$ cat src/hw/rtl/sv39w_pkg.sv
// shared types and constants of the sv39 page table map walker
package sv39w_pkg;

	localparam int PPN_W    = 44;
	localparam int VA_W     = 39;
	localparam int FLAGS_W  = 10;
	localparam int ENTRY_W  = 64;
	localparam int STATUS_W = 2;
	localparam int VPN_W    = 9;
	localparam int PAGE_SHIFT = 12;
	localparam int PPN_SHIFT  = 10;

	// action codes
	localparam logic [1:0] ACT_MAP    = 2'd0;
	localparam logic [1:0] ACT_LOOKUP = 2'd1;
	localparam logic [1:0] ACT_ALLOC  = 2'd2;

	// status codes
	localparam logic [STATUS_W-1:0] ST_OK   = 2'd0;
	localparam logic [STATUS_W-1:0] ST_FULL = 2'd1;
	localparam logic [STATUS_W-1:0] ST_OUT  = 2'd2;

	// result selection codes
	localparam logic [2:0] RES_ZERO  = 3'd0;
	localparam logic [2:0] RES_MAP   = 3'd1;
	localparam logic [2:0] RES_LOOK  = 3'd2;
	localparam logic [2:0] RES_ALLOC = 3'd3;
	localparam logic [2:0] RES_FULL  = 3'd4;
	localparam logic [2:0] RES_OUT   = 3'd5;

	// controller to datapath commands
	typedef struct packed {
		logic       load;
		logic       rd;
		logic       clr_wr;
		logic       link_wr;
		logic       leaf_wr;
		logic       ptr_from_rd;
		logic       cur_from_ptr;
		logic       lvl_dec;
		logic       bump;
		logic       res_set;
		logic [2:0] res_sel;
		logic       out_load;
	} cmd_t;

	// datapath to controller status
	typedef struct packed {
		logic [1:0] action;
		logic       ptr_ok;
		logic       rd_valid;
		logic       full;
		logic       level_zero;
		logic       level_one;
		logic       clr_done;
	} sts_t;

endpackage

$ cat src/hw/rtl/sv39w_ctrl.sv
// controller state machine of the walker
module sv39w_ctrl import sv39w_pkg::*; (
	input  logic clk,
	input  logic arst_n,
	input  logic in_valid,
	output logic in_ready,
	output logic out_valid,
	input  logic out_ready,
	input  sts_t sts,
	output cmd_t cmd
);

	localparam logic [3:0] S_IDLE = 4'd0;
	localparam logic [3:0] S_DISP = 4'd1;
	localparam logic [3:0] S_RD   = 4'd2;
	localparam logic [3:0] S_EVAL = 4'd3;
	localparam logic [3:0] S_CLR  = 4'd4;
	localparam logic [3:0] S_AFIN = 4'd5;
	localparam logic [3:0] S_LINK = 4'd6;
	localparam logic [3:0] S_CHK  = 4'd7;
	localparam logic [3:0] S_LEAF = 4'd8;
	localparam logic [3:0] S_DONE = 4'd9;

	logic [3:0] state_q;
	logic [3:0] state_d;
	logic       out_valid_q;
	logic       slot_free;

	assign in_ready  = (state_q == S_IDLE);
	assign out_valid = out_valid_q;
	assign slot_free = !out_valid_q || out_ready;

	// next state and commands
	always_comb begin
		state_d = state_q;
		cmd     = '0;
		case (state_q)
			S_IDLE: begin
				if (in_valid) begin
					cmd.load = 1'b1;
					state_d  = S_DISP;
				end
			end
			S_DISP: begin
				if (sts.action == ACT_ALLOC) begin
					if (sts.full) begin
						cmd.res_set = 1'b1;
						cmd.res_sel = RES_FULL;
						state_d     = S_DONE;
					end else begin
						state_d = S_CLR;
					end
				end else if (sts.action == ACT_MAP || sts.action == ACT_LOOKUP) begin
					if (!sts.ptr_ok) begin
						cmd.res_set = 1'b1;
						cmd.res_sel = RES_OUT;
						state_d     = S_DONE;
					end else begin
						cmd.cur_from_ptr = 1'b1;
						state_d          = S_RD;
					end
				end else begin
					cmd.res_set = 1'b1;
					cmd.res_sel = RES_ZERO;
					state_d     = S_DONE;
				end
			end
			S_RD: begin
				cmd.rd  = 1'b1;
				state_d = S_EVAL;
			end
			S_EVAL: begin
				if (sts.level_zero) begin
					cmd.res_set = 1'b1;
					cmd.res_sel = RES_LOOK;
					state_d     = S_DONE;
				end else if (sts.rd_valid) begin
					cmd.ptr_from_rd = 1'b1;
					state_d         = S_CHK;
				end else if (sts.action == ACT_LOOKUP) begin
					cmd.res_set = 1'b1;
					cmd.res_sel = RES_ZERO;
					state_d     = S_DONE;
				end else if (sts.full) begin
					cmd.res_set = 1'b1;
					cmd.res_sel = RES_FULL;
					state_d     = S_DONE;
				end else begin
					state_d = S_CLR;
				end
			end
			S_CLR: begin
				cmd.clr_wr = 1'b1;
				if (sts.clr_done) begin
					state_d = (sts.action == ACT_ALLOC) ? S_AFIN : S_LINK;
				end
			end
			S_AFIN: begin
				cmd.res_set = 1'b1;
				cmd.res_sel = RES_ALLOC;
				cmd.bump    = 1'b1;
				state_d     = S_DONE;
			end
			S_LINK: begin
				cmd.link_wr = 1'b1;
				cmd.bump    = 1'b1;
				state_d     = S_CHK;
			end
			S_CHK: begin
				if (!sts.ptr_ok) begin
					cmd.res_set = 1'b1;
					cmd.res_sel = RES_OUT;
					state_d     = S_DONE;
				end else begin
					cmd.cur_from_ptr = 1'b1;
					cmd.lvl_dec      = 1'b1;
					state_d          = sts.level_one ? S_LEAF : S_RD;
				end
			end
			S_LEAF: begin
				if (sts.action == ACT_MAP) begin
					cmd.leaf_wr = 1'b1;
					cmd.res_set = 1'b1;
					cmd.res_sel = RES_MAP;
					state_d     = S_DONE;
				end else begin
					cmd.rd  = 1'b1;
					state_d = S_EVAL;
				end
			end
			S_DONE: begin
				if (slot_free) begin
					cmd.out_load = 1'b1;
					state_d      = S_IDLE;
				end
			end
			default: state_d = S_IDLE;
		endcase
	end

	// state and output valid
	always_ff @(posedge clk or negedge arst_n) begin
		if (!arst_n) begin
			state_q     <= S_IDLE;
			out_valid_q <= 1'b0;
		end else begin
			state_q <= state_d;
			if (cmd.out_load) begin
				out_valid_q <= 1'b1;
			end else if (out_ready) begin
				out_valid_q <= 1'b0;
			end
		end
	end

endmodule

$ cat config.mk
export PLATFORM = sky130hd
export DESIGN_NAME = sv39w_ctrl
export DESIGN_NICKNAME = d
export VERILOG_FILES = /design/src/hw/rtl/sv39w_pkg.sv /design/src/hw/rtl/sv39w_ctrl.sv
export SDC_FILE = /design/constraint.sdc
export NUM_CORES = 1
export LEC_CHECK = 0
export ABC_AREA = 1
export BUFFER_PORTS_ARGS = -buffer_cell sky130_fd_sc_hd__buf_2
export CAP_MARGIN = 10
export CORE_MARGIN = 1.5
export CORE_UTILIZATION = 40
export DETAILED_ROUTE_END_ITERATION = 8
export PLACE_DENSITY_LB_ADDON = 0.08
export SYNTH_ARGS = -nofsm -noshare
export SYNTH_HDL_FRONTEND = slang
export SYNTH_SLANG_ARGS = --single-unit
$ cat constraint.sdc
create_clock -name clk -period 3 [get_ports clk]
set_input_delay 0.3 -clock clk [delete_from_list [all_inputs] [get_ports clk]]
set_output_delay 0.3 -clock clk [all_outputs]
set_load 0.02 [all_outputs]
# Word level (Yosys, flattened, before mapping)

Index checks and enable logic that the tools add are counted.

Flip-flop bits (word level): 5
Output and inout port bits: 16
Input port bits: 12
Logic and storage cells: 70

Reduce and logical (&&, ||, !) cells: 8
Eq/ne operators: 14
Multiplexer cells: 46

Operators by type and width:

| operator                                                               | count |
|---|---|
| 4-bit two-way mux                                                      | 21 |
| 4-bit one-hot mux with 10 select lines                                 | 1 |
| 4-bit one-hot mux with 5 select lines                                  | 1 |
| 1-bit two-way mux                                                      | 19 |
| 4-bit by 3-bit equality test with 1-bit output (second input constant) | 4 |
| 4-bit by 2-bit equality test with 1-bit output (second input constant) | 2 |
| 4-bit equality test (second input constant)                            | 2 |
| 2-bit inequality test (second input constant)                          | 3 |
| 4-bit by 1-bit equality test with 1-bit output (second input constant) | 1 |
| 4-bit zero test                                                        | 1 |
| 2-bit two-way mux                                                      | 2 |
| 1-bit one-hot mux with 2 select lines                                  | 2 |
| 3-bit AND reduction                                                    | 1 |
| 2-bit by 1-bit equality test with 1-bit output (second input constant) | 1 |
| 2-bit equality test (second input constant)                            | 1 |
| 2-bit zero test                                                        | 1 |
| 1-bit logical OR                                                       | 2 |
| 2-bit nonzero test                                                     | 1 |
| 2-bit OR reduction                                                     | 1 |
| 1-bit zero test                                                        | 1 |

# Longest topological paths before layout

Depth after elaboration: 5
Depth in mapped cells: 9
Gate-level depth less buffers: 9

# Worst setup path after synthesis

OpenSTA, ideal clock, no wires.

Kind: register to output
Start point: register state_q[3]
End point: output cmd[7] in the netlist's numbering
Arrival: 1.286 ns
Cell stages (with the launch flop): 6
Data required time: 2.700 ns
Buffers on the path: 0
Setup slack: 1.414 ns
Cell sequence: dfrtp_1 inv_1 nand2_1 nor2_1 inv_1 o21ai_0

RTL lines:

| item                     | line              | RTL |
|---|---|---|
| start: declaration       | sv39w_ctrl.sv:24  | `logic [3:0] state_q;` |
| start signal: assignment | sv39w_ctrl.sv:147 | `state_q <= state_d;` |
| end: declaration         | sv39w_ctrl.sv:10  | `output cmd_t cmd` |

==> key figures <==
CTS
  – Clock buffers created by TritonCTS: 3
  – Max Buffers Root-to-Sink: 2
  – H-Tree Level Count: 1
  – Skew-Pair Late Insertion Delay: approximately 0.24 ns
  – TritonCTS clock tree: built
  – TritonCTS Sinks: 5
  – Number of buffers inserted to repair setup after CTS: 0
  – Clock transition at the registers of the reported paths: about 0.05 ns
  – Buffer cell driving the clock tree root: sky130_fd_sc_hd__clkbuf_4

Setup path
  – Element type at the critical path start: register
  – Startpoint of the lowest-slack register-to-register path: state_q[0]
  – Data required time of the worst path: ~2.7 ns
  – Sum of buffers and inverters on the critical path: 3
  – Critical path class: register to primary output
  – CP Data Arrival Time: around 1.6 ns
  – Category of the worst setup path capture point: primary output
  – Cell-by-cell trace of the critical path: inv_1 -> nor2_1 -> nand2_1 -> inv_1 -> nand3_1 -> o21ai_0 -> nand2_1 -> nand3_1 -> buf_2
  – Path length in cells of the critical path: 9
  – Family of cells with the greatest summed delay on the critical path: simple AND/OR/NAND/NOR gates
  – Peak fanout along the critical path: 4
  – Largest stage delay, worst path: 0.38 ns
  – Depth of the most critical reg-to-reg path: 8
  – Critical R2R Capture: state_q[0]
  – Highest-delay cell along the critical path: sky130_fd_sc_hd__dfrtp_1
  – Register-to-Register Setup Slack: 1.70 ns

STA
  – Max-slew violation count: 0
  – Final setup vio count: 0
  – Max transition margin: between 80% and 90%
  – Max Clk Rate: 531 MHz
  – Slew at the pin closest to its max-slew limit: ~0.24 ns
  – RSZ-0062 raised after global routing: no
  – Final sum of negative setup slack: 0 ns
  – Final clock skew: approximately 0.0030 ns
  – Endpoints failing hold: 0
  – Min Clock Period, post-route: 1.88 ns
  – Period Utilization, post-route: 62.8%

Layout
  – # nets final: 158
  – Layout area overhead: 32.9%
  – Fraction of layout instances using a drive strength above 1: a little under a quarter
  – Diodes inserted: 0
  – Non-filler instance count after layout: 160

Detailed routing
  – Detailed-route wire length per cell: ~9.0 um
  – Routed via count: about 770
  – TritonRoute pass-1 iters: 4
  – Number of remaining DRC errors: 0
  – Wire length reported by the detailed router: between 1000 and 1500 um
  – Number of design-rule violations left by the first detailed-router iteration: 9
  – Post-detailed-route count of antenna-violating nets: 0
  – Post-detailed-route via-to-cell ratio: ~4.8

Yosys
  – Net Count, Synth: 125
  – Number of synthesis warnings: 0
  – Flip-flop and latch count after synthesis: 5
  – Number of unique standard cell types used by synthesis: 13
  – Mean area per synthesized cell: about 5.1 um2
  – Number of cells produced by synthesis: roughly 110
  – Post-Syn Area: between 500 and 600 um2
  – Portion of the post-synthesis area used by sequential elements: a little over a fifth

Die
  – Site Rows: 13
  – Die Outline Area: between 1500 and 2000 um2
  – Chip Height: ~41 um
  – DIE WIDTH: slightly above 40 um
  – Core ar.: roughly 1300 um2
  – Starting Density: 43.6%
  – Top-level I/O count: 28

Placement
  – Number of buffer cells added on primary ports: 27
  – Dpl hpwl: 1280 um
  – Inst Count DP: about 160
  – Final weighted congestion in routability-driven placement: slightly above 0.9

Pwr
  – Areal power density over the cells: between 700 and 800 nW/um2
  – Peak supply drop: approximately 460 uV
  – Leakage: 0.000532 uW

Min path
  – Hold-critical path endpoint: out_valid
  – Hold Crit Depth: 4
  – Worst min-delay path startpoint: out_ready
  – Type of the tightest min-delay check: input pin to register

Job
  – Count of maximum capacitance violations: 0

Global routing
  – Largest net degree at the start of global routing: 7
  – Global-route wire length before repair: approximately 2400 um
  – Antenna violations before repair: 0
  – Combined global-route utilization of all metal layers: between 20% and 30%
  – Vias in the first global route: 630
  – GRT Residual Overflow: 0

Status
  – Result of the run: finished, final reports clean
[worst max-delay path by stage]
stage,start,end,slack [ns]
after global routing,state_q[0],cmd[3],0.87
final,state_q[0],cmd[3],1.12
after global placement,state_q[1],cmd[4],1.38
after floorplan,state_q[3],cmd[7],1.41
after CTS,state_q[1],cmd[4],1.12
after detailed placement,state_q[1],cmd[4],1.39
[worst min-delay path, stage by stage]
cell and delay, ns:
sky130_fd_sc_hd__buf_2 0.07, sky130_fd_sc_hd__nor2_1 0.04, sky130_fd_sc_hd__inv_1 0.06, sky130_fd_sc_hd__nand2_1 0.05
[layer usage]
metal  GRT usage, %  up-vias  part of all wire (%)
li1               -      413                     -
met1           27.5      325                    50
met2           37.1       28                    44
met3           4.89        0                   6.4
met4              0        0                     0
met5              0        -                     0
[state kept, by name (all words and copies together), names as in the netlist]
register / flops
state_q: 4
out_valid: 1
[final cells by class]
cell class                 count  area (um2)
sequential                     5         125
inverter                      24        90.1
timing repair buffer          28         145
fill                         144         561
clock inverter                 1        5.00
tap                           15        18.8
clock buffer                   3        22.5
multi-input combinational     84         367
[synthesized netlist by cell type]
| cell | instances | area (um2) |
|---|---|---|
| sky130_fd_sc_hd__a21oi_1 | 2 | 10.0 |
| sky130_fd_sc_hd__dfrtp_1 | 5 | 125 |
| sky130_fd_sc_hd__inv_1 | 24 | 90.1 |
| sky130_fd_sc_hd__nand2_1 | 33 | 124 |
| sky130_fd_sc_hd__nand3_1 | 15 | 75.1 |
| sky130_fd_sc_hd__nand3b_1 | 1 | 7.51 |
| sky130_fd_sc_hd__nand4_1 | 2 | 12.5 |
| sky130_fd_sc_hd__nor2_1 | 23 | 86.3 |
| sky130_fd_sc_hd__nor2_2 | 1 | 6.26 |
| sky130_fd_sc_hd__nor2_4 | 1 | 11.3 |
| sky130_fd_sc_hd__nor3_1 | 1 | 5.00 |
| sky130_fd_sc_hd__o21ai_0 | 4 | 20.0 |
| sky130_fd_sc_hd__o221ai_1 | 1 | 8.76 |
[kinds of logic (layout without fill, tap and decap cells)]
kind of cell	after synthesis	in the layout	synth area share (%)
buffers and inverters	24	56	15.5
and+or+nand+nor	77	77	56.3
AOI/OAI and AO/OA	7	7	6.67
DFF	5	5	21.5
[placed cells by master, fill, tap and decap left out]
| cell | netlist | routed |
|---|---|---|
| sky130_fd_sc_hd__clkbuf_4 | 0 | 3 |
| sky130_fd_sc_hd__buf_2 | 0 | 27 |
| sky130_fd_sc_hd__nor2_4 | 1 | 1 |
| sky130_fd_sc_hd__nor2_2 | 1 | 1 |
| sky130_fd_sc_hd__nand2_1 | 33 | 33 |
| sky130_fd_sc_hd__nand4_1 | 2 | 2 |
| sky130_fd_sc_hd__inv_1 | 24 | 24 |
| sky130_fd_sc_hd__nand3b_1 | 1 | 1 |
| sky130_fd_sc_hd__dfrtp_1 | 5 | 5 |
| sky130_fd_sc_hd__nand3_1 | 15 | 15 |
| sky130_fd_sc_hd__nor3_1 | 1 | 1 |
| sky130_fd_sc_hd__clkinv_2 | 0 | 1 |
| sky130_fd_sc_hd__a21oi_1 | 2 | 2 |
| sky130_fd_sc_hd__dlygate4sd3_1 | 0 | 1 |
| sky130_fd_sc_hd__nor2_1 | 23 | 23 |
| sky130_fd_sc_hd__o21ai_0 | 4 | 4 |
| sky130_fd_sc_hd__o221ai_1 | 1 | 1 |
[power breakdown]
group | internal [uW] | switching [uW]
logic | 131 | 279
clock network | 48.2 | 27.9
registers | 96.2 | 28.0
total | 276 | 335
[what timing repair did]
item	in CTS	in global routing
hold buffers	1	0
hold endpoints to repair	5	0
gates resized for setup	0	0
[per-stage QoR]
stage	hold slack [ns]	total power, uW	util [%]	area [um2]	setup WS (ns)
2_1_floorplan	0.00441	420	-	582	1.41
3_3_place_gp	0.114	535	55.2	736	1.38
3_5_place_dp	0.115	534	55.2	736	1.39
4_1_cts	0.329	614	58.0	773	1.12
5_1_grt	0.360	679	58.0	773	0.872
6_report	0.335	611	58.0	773	1.12
Power figures use the tool's default switching activity.
